**src/ott_pkg.sv**
```systemverilog
// ----------------------------------------------------------------------------
// One-shot timer table package
// Shared widths, codes and the structs passed between the control logic
// and the chain of timer cells.
// ----------------------------------------------------------------------------
package ott_pkg;

  // Default number of timer slots.
  localparam int SLOTS_DEF = 16;

  // Field widths.
  localparam int MODE_W   = 2;
  localparam int TIME_W   = 32;
  localparam int TAG_W    = 16;
  localparam int SLOT_W   = 4;
  localparam int STATUS_W = 3;

  // Packed stream widths, rounded up to whole bytes.
  localparam int IN_DATA_W  = 56;
  localparam int OUT_DATA_W = 56;

  // Operation codes carried in the input item.
  localparam logic [MODE_W-1:0] MODE_CREATE = 2'd0;
  localparam logic [MODE_W-1:0] MODE_DELETE = 2'd1;
  localparam logic [MODE_W-1:0] MODE_TICK   = 2'd2;

  // Result status codes.
  localparam logic [STATUS_W-1:0] ST_CREATED  = 3'd0;
  localparam logic [STATUS_W-1:0] ST_ZERO_TO  = 3'd1;
  localparam logic [STATUS_W-1:0] ST_FULL     = 3'd2;
  localparam logic [STATUS_W-1:0] ST_DELETED  = 3'd3;
  localparam logic [STATUS_W-1:0] ST_FIRED    = 3'd4;
  localparam logic [STATUS_W-1:0] ST_NONE_DUE = 3'd5;

  // Operation the cells carry out while the token passes them.
  typedef enum logic [1:0] {
    OP_NOP,
    OP_CREATE,
    OP_DELETE,
    OP_TICK
  } op_t;

  // Command broadcast to every cell for the item in flight.
  typedef struct packed {
    op_t               op;
    logic [TIME_W-1:0] deadline;
    logic [TIME_W-1:0] now;
    logic [TAG_W-1:0]  tag;
    logic [SLOT_W-1:0] sel;
  } cmd_t;

  // Search token handed from cell to cell.
  typedef struct packed {
    logic              valid;
    logic              found;
    logic [SLOT_W-1:0] slot;
    logic [TAG_W-1:0]  tag;
  } tok_t;

endpackage

```
**src/ott_cell.sv**
```systemverilog
// ----------------------------------------------------------------------------
// Timer cell
// Holds one slot (live flag, deadline, tag) and acts on the search token
// as it passes, then hands the token to the next cell in the following cycle.
// ----------------------------------------------------------------------------
module ott_cell #(
  parameter int IDX = 0
) (
  input  logic          clk,
  input  logic          rst_n,
  input  ott_pkg::cmd_t cmd,
  input  ott_pkg::tok_t tok_in,
  output ott_pkg::tok_t tok_out
);

  localparam logic [ott_pkg::SLOT_W-1:0] IdxSlot = ott_pkg::SLOT_W'(IDX);

  logic                        live_r;
  logic                        live_nxt;
  logic [ott_pkg::TIME_W-1:0]  dl_r;
  logic [ott_pkg::TAG_W-1:0]   tag_r;
  logic                        wr_en;
  ott_pkg::tok_t               tok_r;
  ott_pkg::tok_t               tok_nxt;
  logic                        sel_hit;

  assign sel_hit = (int'(cmd.sel) == IDX);

  // Slot update and token pass-through.
  always_comb begin
    tok_nxt  = tok_in;
    live_nxt = live_r;
    wr_en    = 1'b0;
    if (tok_in.valid) begin
      unique case (cmd.op)
        ott_pkg::OP_CREATE: begin
          // First free slot along the chain takes the new timer.
          if (!tok_in.found && !live_r) begin
            live_nxt      = 1'b1;
            wr_en         = 1'b1;
            tok_nxt.found = 1'b1;
            tok_nxt.slot  = IdxSlot;
          end
        end
        ott_pkg::OP_TICK: begin
          // First live slot whose deadline has been reached fires.
          if (!tok_in.found && live_r && (cmd.now >= dl_r)) begin
            live_nxt      = 1'b0;
            tok_nxt.found = 1'b1;
            tok_nxt.slot  = IdxSlot;
            tok_nxt.tag   = tag_r;
          end
        end
        ott_pkg::OP_DELETE: begin
          if (sel_hit) begin
            live_nxt = 1'b0;
          end
        end
        ott_pkg::OP_NOP: begin
        end
      endcase
    end
  end

  // Live flag and token register.
  always_ff @(posedge clk) begin
    if (!rst_n) begin
      live_r      <= 1'b0;
      tok_r.valid <= 1'b0;
    end else begin
      live_r <= live_nxt;
      tok_r  <= tok_nxt;
    end
  end

  // Slot payload, written when a timer is created here.
  always_ff @(posedge clk) begin
    if (wr_en) begin
      dl_r  <= cmd.deadline;
      tag_r <= cmd.tag;
    end
  end

  assign tok_out = tok_r;

endmodule

```
**src/one_shot_timer_table.sv**
```systemverilog
// ----------------------------------------------------------------------------
// One-shot timer table
// An accepted item passes the start register, the token register of each cell in
// turn, the result register and the output register to out_tvalid. A search token
// walks the chain of timer cells one slot per cycle, and one item is in the
// chain at a time. A result still held in the output register delays the next.
// Reset: all slots free and the tick count zero; deadlines and tags are
// undefined until a timer is created in their slot.
// ----------------------------------------------------------------------------
module one_shot_timer_table #(
  parameter int SLOTS = ott_pkg::SLOTS_DEF
) (
  input  logic                             clk,
  input  logic                             rst_n,
  // Input items.
  input  logic                             in_tvalid,
  output logic                             in_tready,
  input  logic [ott_pkg::IN_DATA_W-1:0]    in_tdata,  // timeout[31:0], task_tag[47:32],
                                                      // slot_sel[51:48], zero pad
  input  logic [ott_pkg::MODE_W-1:0]       in_tuser,  // mode[1:0]
  // Result items.
  output logic                             out_tvalid,
  input  logic                             out_tready,
  output logic [ott_pkg::OUT_DATA_W-1:0]   out_tdata, // slot[3:0], fired_tag[19:4],
                                                      // tick_now[51:20], zero pad
  output logic [ott_pkg::STATUS_W-1:0]     out_tuser  // status[2:0]
);

  typedef enum logic [1:0] {
    S_IDLE,
    S_SCAN,
    S_DONE
  } state_t;

  state_t                         state_r;
  logic                           start_r;
  logic [ott_pkg::TIME_W-1:0]     tick_r;
  logic [ott_pkg::MODE_W-1:0]     mode_r;
  logic                           zero_r;
  ott_pkg::cmd_t                  cmd_r;

  logic [ott_pkg::STATUS_W-1:0]   res_status_r;
  logic [ott_pkg::SLOT_W-1:0]     res_slot_r;
  logic [ott_pkg::TAG_W-1:0]      res_tag_r;
  logic [ott_pkg::STATUS_W-1:0]   res_status_nxt;
  logic [ott_pkg::SLOT_W-1:0]     res_slot_nxt;
  logic [ott_pkg::TAG_W-1:0]      res_tag_nxt;

  logic                           out_valid_r;
  logic [ott_pkg::STATUS_W-1:0]   out_status_r;
  logic [ott_pkg::SLOT_W-1:0]     out_slot_r;
  logic [ott_pkg::TAG_W-1:0]      out_tag_r;
  logic [ott_pkg::TIME_W-1:0]     out_tick_r;
  logic                           out_load;

  logic                           in_acc;
  logic [ott_pkg::MODE_W-1:0]     in_mode;
  logic [ott_pkg::TIME_W-1:0]     in_timeout;
  logic [ott_pkg::TAG_W-1:0]      in_tag;
  logic [ott_pkg::SLOT_W-1:0]     in_sel;
  logic [ott_pkg::TIME_W-1:0]     tick_inc;

  ott_pkg::tok_t                  tok [SLOTS+1];
  ott_pkg::tok_t                  chain_out;

  // Unpack the input item.
  assign in_mode    = in_tuser;
  assign in_timeout = in_tdata[31:0];
  assign in_tag     = in_tdata[47:32];
  assign in_sel     = in_tdata[51:48];
  assign in_tready  = (state_r == S_IDLE);
  assign in_acc     = in_tvalid && in_tready;
  assign tick_inc   = tick_r + ott_pkg::TIME_W'(1);

  // Token entering the first cell.
  assign tok[0] = '{valid: start_r, found: 1'b0, slot: '0, tag: '0};

  // Chain of timer cells.
  for (genvar i = 0; i < SLOTS; i++) begin : g_cell
    ott_cell #(
      .IDX (i)
    ) u_cell (
      .clk     (clk),
      .rst_n   (rst_n),
      .cmd     (cmd_r),
      .tok_in  (tok[i]),
      .tok_out (tok[i+1])
    );
  end

  assign chain_out = tok[SLOTS];

  // The finished result moves to the output register once that is free.
  assign out_load = (state_r == S_DONE) && (!out_valid_r || out_tready);

  // Result of the item from the token leaving the chain.
  always_comb begin
    res_status_nxt = ott_pkg::ST_NONE_DUE;
    res_slot_nxt   = '0;
    res_tag_nxt    = '0;
    unique case (mode_r)
      ott_pkg::MODE_CREATE: begin
        if (zero_r) begin
          res_status_nxt = ott_pkg::ST_ZERO_TO;
        end else if (chain_out.found) begin
          res_status_nxt = ott_pkg::ST_CREATED;
          res_slot_nxt   = chain_out.slot;
        end else begin
          res_status_nxt = ott_pkg::ST_FULL;
        end
      end
      ott_pkg::MODE_DELETE: begin
        res_status_nxt = ott_pkg::ST_DELETED;
      end
      ott_pkg::MODE_TICK: begin
        if (chain_out.found) begin
          res_status_nxt = ott_pkg::ST_FIRED;
          res_slot_nxt   = chain_out.slot;
          res_tag_nxt    = chain_out.tag;
        end
      end
      default: begin
      end
    endcase
  end

  // Control sequence, tick count and output register.
  always_ff @(posedge clk) begin
    if (!rst_n) begin
      state_r     <= S_IDLE;
      start_r     <= 1'b0;
      tick_r      <= '0;
      out_valid_r <= 1'b0;
    end else begin
      start_r <= in_acc;
      // Output valid is set by a finished item and cleared when taken.
      if (out_load) begin
        out_valid_r <= 1'b1;
      end else if (out_tready) begin
        out_valid_r <= 1'b0;
      end
      unique case (state_r)
        S_IDLE: begin
          if (in_acc) begin
            mode_r          <= in_mode;
            zero_r          <= (in_timeout == '0);
            cmd_r.deadline  <= tick_r + in_timeout;
            cmd_r.now       <= tick_inc;
            cmd_r.tag       <= in_tag;
            cmd_r.sel       <= in_sel;
            unique case (in_mode)
              ott_pkg::MODE_CREATE: begin
                cmd_r.op <= (in_timeout == '0) ? ott_pkg::OP_NOP : ott_pkg::OP_CREATE;
              end
              ott_pkg::MODE_DELETE: begin
                cmd_r.op <= ott_pkg::OP_DELETE;
              end
              ott_pkg::MODE_TICK: begin
                cmd_r.op <= ott_pkg::OP_TICK;
                tick_r   <= tick_inc;
              end
              default: begin
                cmd_r.op <= ott_pkg::OP_NOP;
              end
            endcase
            state_r <= S_SCAN;
          end
        end
        S_SCAN: begin
          if (chain_out.valid) begin
            res_status_r <= res_status_nxt;
            res_slot_r   <= res_slot_nxt;
            res_tag_r    <= res_tag_nxt;
            state_r      <= S_DONE;
          end
        end
        S_DONE: begin
          // Hand the result over once the output register is free.
          if (out_load) begin
            out_status_r <= res_status_r;
            out_slot_r   <= res_slot_r;
            out_tag_r    <= res_tag_r;
            out_tick_r   <= tick_r;
            state_r      <= S_IDLE;
          end
        end
        default: begin
          state_r <= S_IDLE;
        end
      endcase
    end
  end

  // Pack the result item.
  assign out_tvalid = out_valid_r;
  assign out_tuser  = out_status_r;
  assign out_tdata  = {4'b0000, out_tick_r, out_tag_r, out_slot_r};

  // An accepted item keeps the input closed on the next cycle.
  a_busy_after_accept: assert property (@(posedge clk) disable iff (!rst_n)
    in_acc |=> !in_tready)
    else $error("input still open after an item was accepted");

  // The token leaves the chain only while a search is in progress.
  a_token_in_scan: assert property (@(posedge clk) disable iff (!rst_n)
    chain_out.valid |-> (state_r == S_SCAN))
    else $error("search token left the chain outside a scan");

  // A new result only appears after a finished search.
  a_result_from_done: assert property (@(posedge clk) disable iff (!rst_n)
    $rose(out_valid_r) |-> $past(state_r == S_DONE))
    else $error("result raised without a finished search");

endmodule
```
**config.mk**
```make
export PLATFORM = sky130hd
export DESIGN_NAME = one_shot_timer_table
export DESIGN_NICKNAME = d
export VERILOG_FILES = /design/src/ott_pkg.sv /design/src/ott_cell.sv /design/src/one_shot_timer_table.sv
export SDC_FILE = /design/constraint.sdc
export NUM_CORES = 2
export LEC_CHECK = 0
export BUFFER_PORTS_ARGS = -buffer_cell sky130_fd_sc_hd__buf_2
export CAP_MARGIN = 15
export CORE_UTILIZATION = 50
export CTS_CLUSTER_DIAMETER = 80
export DETAILED_ROUTE_END_ITERATION = 7
export PLACE_DENSITY_LB_ADDON = 0.08
export SYNTH_ARGS = -nofsm -noshare
export SYNTH_HDL_FRONTEND = slang
export SYNTH_SLANG_ARGS = --single-unit
export TNS_END_PERCENT = 100
```
**constraint.sdc**
```tcl
create_clock -name clk -period 6.4 [get_ports clk]
set_clock_uncertainty 0.2 [all_clocks]
set_input_delay 1.6 -clock clk [delete_from_list [all_inputs] [get_ports clk]]
set_output_delay 1.6 -clock clk [all_outputs]
set_load 0.02 [all_outputs]
```
# Word-level counts from Yosys, hierarchy flattened

Index checks and enable logic that the tools add are counted.

Bits in registers: 1339
Latch bits: 0
Bits in writable memories: 0
ROM bits: 0
Input port bits: 62
Word-level logic and storage cells: 536
Memories kept: 0

Add/subtract/negate cells: 2
$mul: 0
Divide/modulo/power cells: 0
Order comparisons: 16
Eq/ne operators: 74
Shift operators: 0
Mux-type cells: 204
Bitwise gates (word level): 0
Reductions and logical operators: 110

Operator list:

| kind                                                   | count |
|---|---|
| two-way mux 21 bit                                     | 31 |
| >= comparator 32 bit                                   | 16 |
| two-way mux 16 bit                                     | 15 |
| case mux 5 bit (2 select lines)                        | 16 |
| two-way mux 1 bit                                      | 99 |
| inequality test 2 x 1 -> 1 bit (second input constant) | 49 |
| two-way mux 5 bit                                      | 16 |
| AND reduction 5 bit                                    | 15 |
| logical AND 1 bit                                      | 48 |
| case mux 1 bit (3 select lines)                        | 16 |
| adder 32 x 1 -> 32 bit (second input constant)         | 1 |
| adder 32 bit                                           | 1 |
| equality test 4 bit (second input constant)            | 8 |
| zero test 32 bit                                       | 1 |
| zero test 1 bit                                        | 31 |
| AND reduction 3 bit                                    | 6 |
| equality test 4 x 3 -> 1 bit (second input constant)   | 4 |
| case mux 2 bit (3 select lines)                        | 2 |
| equality test 2 bit (second input constant)            | 5 |
| two-way mux 2 bit                                      | 5 |
| case mux 3 bit (3 select lines)                        | 1 |
| equality test 2 x 1 -> 1 bit (second input constant)   | 4 |
| equality test 4 x 2 -> 1 bit (second input constant)   | 2 |
| two-way mux 4 bit                                      | 2 |
| other kinds (10)                                       | 12 |

# Logic depth before layout (Yosys ltp)

Depth in word-level cells: 6
Gate-level depth with buffers: 13
Depth with buffers taken out: 11

# By module

Synthesis repeated with hierarchy kept, for this count alone.

Cells, all modules: 4276
Area total of the unflattened synthesis: 62050.8 µm²

Modules (own cells, without submodules):

| module                           | times used | cells an instance | area each (µm²) | seq. area each (µm²) |
|---|---|---|---|---|
| ott_cell (g_cell[1].u_cell ...)  | 3          | 225               | 3338.2          | 2112.0 |
| ott_cell (g_cell[10].u_cell ...) | 3          | 223               | 3303.2          | 2112.0 |
| one_shot_timer_table             | 1          | 695               | 8979.9          | 5735.5 |
| ott_cell (g_cell[5].u_cell ...)  | 2          | 226               | 3321.9          | 2112.0 |
| ott_cell (g_cell[13].u_cell ...) | 2          | 223               | 3309.4          | 2112.0 |
| ott_cell (g_cell[3].u_cell)      | 1          | 223               | 3325.7          | 2112.0 |
| ott_cell (g_cell[7].u_cell)      | 1          | 224               | 3321.9          | 2112.0 |
| ott_cell (g_cell[8].u_cell)      | 1          | 223               | 3315.7          | 2112.0 |
| ott_cell (g_cell[11].u_cell)     | 1          | 223               | 3308.2          | 2112.0 |
| ott_cell (g_cell[15].u_cell)     | 1          | 224               | 3306.9          | 2112.0 |
| ott_cell (g_cell[0].u_cell)      | 1          | 222               | 3305.7          | 2112.0 |

# Least setup slack after synthesis

No wires, ideal clock.

Path kind: register to register
Start point: register cmd_r[85] (netlist name)
End point: register g_cell[0].u_cell.tok_r (netlist bit g_cell[0].u_cell.tok_out[20]), data pin
Data arrival time: 5.260 ns
Data required time: 6.044 ns
Slack: 0.784 ns
Stages on the path, launching flop included: 8
Buffers on the path: 4
Cells stage by stage: edfxtp_1 -> clkbuf_1 -> nand2b_1 -> clkbuf_1 -> clkbuf_1 -> clkbuf_1 -> nor3b_1 -> or2_2

Longest elaborated chain between the ends: 2
Elaborated cells between the ends (all ways): 3
Those cells by class: 2 x eq/ne; 1 x mux

RTL lines:

| what                                                                | line                       | text |
|---|---|---|
| start: declaration                                                  | one_shot_timer_table.sv:40 | `ott_pkg::cmd_t cmd_r;` |
| equality test 2 bit or equality test 2 x 1 -> 1 bit (tied branches) | ott_cell.sv:35             | `unique case (cmd.op)` |
| case mux 5 bit (2 select lines) (*)                                 | ott_cell.sv:35             |  |
| end signal: assignment                                              | ott_cell.sv:72             | `tok_r <= tok_nxt;` |
| end: declaration                                                    | ott_cell.sv:23             | `ott_pkg::tok_t tok_r;` |

Every way passes the cells marked *; elsewhere a longest branch is shown, timed or not.
A chain may end at the register's enable or synchronous reset.

==> results.py <==
metrics = {
    "placed_design": {
        "dpl.hpwl_um": 86900,
        "place_inst": 5878,
        "gp_congestion": 0.853,
        "dpl_cell_area_um2": 62900,
        "port_buffers": 114,
    },
    "grt": {
        "grt-ovfl-total": 0,
        "track_usage_pct": 22.2,
        "grt_pass1_wl_um": 201000,
        "antenna_found_initial": 7,
        "first_global_vias": 32949,
        "grt_max_degree": 164,
    },
    "power": {
        "power_switching_mw": 3.85,
        "ir_drop_uv": 255,
        "swShare_pct": 21.1,
        "power_density_nw_per_um2": 270,
        "p_clk_share_pct": 44.4,
        "power_leakage_nw": 27.3,
        "seqPwrFrac_pct": 53.3,
        "p_int_mw": 14.4,
        "pwr-share-comb_pct": 2.3,
    },
    "synthesis": {
        "synth_area_leaders": "edfxtp_1 63%, ha_1 11%, mux2_2 4.1%",
        "synth_edf_count": 1256,
        "ys_seq_elements": 1324,
        "synth_top_area_share_pct": 63.0,
        "yosys.cell_count.top_type": "edfxtp_1",
        "ys_warn_count": 0,
        "netlist_instances": 4160,
        "yosysSeqAreaShare_pct": 65.3,
        "ys_top_cells_by_count": "1256 x edfxtp_1, 546 x ha_1, 531 x inv_1",
        "syn_area_per_cell_um2": 14.4,
        "synth_cell_types": 80,
        "yosys.area.top_type": "edfxtp_1",
        "synthArstFlopShare_pct": 0,
        "synthFlopType": "edfxtp_1",
        "netlist_area_um2": 59900,
    },
    "final_layout": {
        "instances_no_fill": 6149,
        "fillCellCount": 9440,
        "seqCellArea_um2": 39100,
        "multi_input_area_um2": 18600,
        "num-nets-final": 5034,
        "design_area_um2": 67500,
        "area_growth_pct": 12.9,
        "drive_above_1_share_pct": 14.6,
    },
    "worst_setup_path": {
        "arrival_ns": 4.85,
        "cp_max_fo": 20,
        "crit_required_ns": 6.70,
        "cp-start-kind": "register",
        "r2r_cells": 10,
        "path_cells": "inv_1 > ha_1 > nand2b_1 > a21o_1 > a21oi_1 > o21ai_0 > o31a_1 > a2111oi_2 > o22a_1 > mux2_2",
        "worst_setup_path_end_kind": "register",
        "cp_slowest_stage_delay_ns": 0.77,
        "critPathSlowestCell": "o22a_1",
        "critPathKind": "reg2reg",
    },
    "outcome": {
        "status": "finished, final reports clean",
    },
    "sta": {
        "rsz0062_at_grt": "false",
        "timing.fmax_mhz": 220,
        "hold_violations": 0,
        "worstMarginPinSlew_ns": 1.15,
        "max-slew-margin-rel_pct": 23.2,
        "finalMaxSlewViolations": 0,
        "min_period_ns": 4.55,
        "finalSetupViolCount": 0,
        "fin_tns_setup_ns": 0,
        "period_share_pct": 71.1,
    },
    "detailed_routing": {
        "drt_iter0_markers": 2332,
        "wire_per_inst_um": 21.5,
        "drt_wl_total_um": 132000,
        "viasPerCell": 5.43,
        "drtAntennaViolNets": 0,
        "drcViolationCount": 0,
        "firstDrtPassIters": 5,
        "vias": 33375,
    },
    "clock_tree": {
        "hold_buffers": 0,
        "cts_buffers": 143,
        "htreeDepth": 4,
        "cts_setup_buffers": 0,
        "clk_latency_ns": 0.76,
        "ctsLongestPathBuffers": 3,
        "clock_sinks": 1324,
        "clk_pin_slew_ns": 0.06,
        "cts_tree": "built",
        "cts-root-buf": "clkbuf_16",
        "cts_resized": 0,
    },
    "die": {
        "die-height_um": 348,
        "core_um2": 118000,
        "io_pins": 123,
        "die-area_um2": 121000,
        "die_w_um": 348,
        "initial_core_util_pct": 50.6,
        "num_rows": 126,
    },
    "hold_path": {
        "hold_path.class": "reg2reg",
        "whs_path_depth": 0,
    },
    "job": {
        "maxCapViolations": 0,
    },
}
cell usage in the layout, fill, tap and decap left out, types with 10 or more instances in the layout:
| cell | count |
|---|---|
| a31oi_1 | 43 |
| nor3_1 | 24 |
| clkbuf_16 | 146 |
| o21bai_1 | 10 |
| nor2b_1 | 55 |
| o311ai_1 | 15 |
| a21o_1 | 175 |
| nand2b_1 | 44 |
| or3_1 | 28 |
| nor2_1 | 119 |
| nand2_1 | 116 |
| buf_4 | 74 |
| nor3b_1 | 16 |
| nand4_1 | 99 |
| a21boi_0 | 15 |
| clkinv_2 | 22 |
| nand3_1 | 44 |
| clkinv_1 | 29 |
| mux2_2 | 219 |
| ha_1 | 546 |
| nor4_1 | 15 |
| a211oi_1 | 25 |
| a21oi_1 | 154 |
| o21ai_0 | 88 |
| and3_1 | 14 |
| xnor2_1 | 52 |
| inv_1 | 526 |
| dfxtp_1 | 68 |
| xor2_1 | 25 |
| clkbuf_1 | 33 |
| and2_1 | 80 |
| o211ai_1 | 25 |
| o31ai_1 | 13 |
| o21a_1 | 14 |
| buf_2 | 113 |
| edfxtp_1 | 1256 |
power groups by stage:
stage / Sequential [mW] / Clock (mW) / Combinational [mW]
detailed placement: 9.91 / 0 / 0.424
global placement: 9.91 / 0 / 0.417
finish: 9.73 / 8.10 / 0.427
global route: 9.74 / 8.62 / 0.476
floorplan: 9.84 / 0 / 0.247
CTS: 9.73 / 8.28 / 0.429
area by class of cell:
type / count / share of cell area (%)
diodes: 2 / 0.00741
clock buffers: 188 / 5.78
clock inverters: 79 / 1.10
inverters: 531 / 2.95
multi-input cells: 2234 / 27.6
flip-flops and latches: 1324 / 57.8
well taps: 1600 / 2.96
repair buffers: 191 / 1.76
critical path: cells and delay by family (launching register included):
kind / cells / cell delay [ns]
DFF: 1 / 0.36
buffers and inverters: 1 / 0.54
adders and majority gates: 1 / 0.34
muxes: 1 / 0.42
AOI/OAI and AO/OA: 6 / 2.26
and+or+nand+nor: 1 / 0.14
routing by layer:
layer | wire length [um] | track usage [%]
met1 | 64000 | 32.8
met2 | 59200 | 34.5
met3 | 5790 | 3.09
met4 | 2860 | 6.19
met5 | 0 | 0
logic make-up after synthesis:
family	count (synthesis)	share of synthesized area [%]
DFF	1324	65.3
other	1	0.00627
muxes	225	4.23
and+or+nand+nor	709	6.44
adders and majority gates	547	11.4
xor gates and xnor gates	77	1.13
AOI/OAI and AO/OA	672	7.58
buffers and inverters	605	3.88
state kept, by name (all words and copies together), names as in the netlist, 2 cells and up:
name                   flops
g_cell.u_cell.tag_r      256
mode_r                     2
g_cell.u_cell.tok_out    337
res_slot_r                 4
state_r                    2
g_cell.u_cell.dl_r       512
res_status_r               3
out_slot_r                 4
res_tag_r                 16
cmd_r                     86
out_tuser                  3
g_cell.u_cell.live_r      16
tick_r                    32
out_tick_r                32
out_tag_r                 16
stage by stage:
stage	util [%]	hold slack [ns]	setup WS (ns)	power, mW
detailed placement	53.1	0.205	1.56	10.3
global placement	53.1	0.201	1.55	10.3
finish	57.1	0.209	1.85	18.3
floorplan	-	0.200	0.784	10.1
CTS	57.0	0.210	1.65	18.4
global route	57.0	0.225	1.55	18.8
worst paths after layout:
kind	slack, ns	to	start
worst max-delay path	1.85	g_cell[12].u_cell.tok_out[5]$_DFFE_PP_	cmd_r[20]$_DFFE_PP_
worst max register to register	1.85	g_cell[12].u_cell.tok_out[5]$_DFFE_PP_	cmd_r[20]$_DFFE_PP_
worst min register to register	0.21	out_tag_r[12]$_DFFE_PP_	res_tag_r[12]$_SDFFCE_PN0P_
worst min-delay path	0.21	out_tag_r[12]$_DFFE_PP_	res_tag_r[12]$_SDFFCE_PN0P_
(Power assumes the default switching activity.)
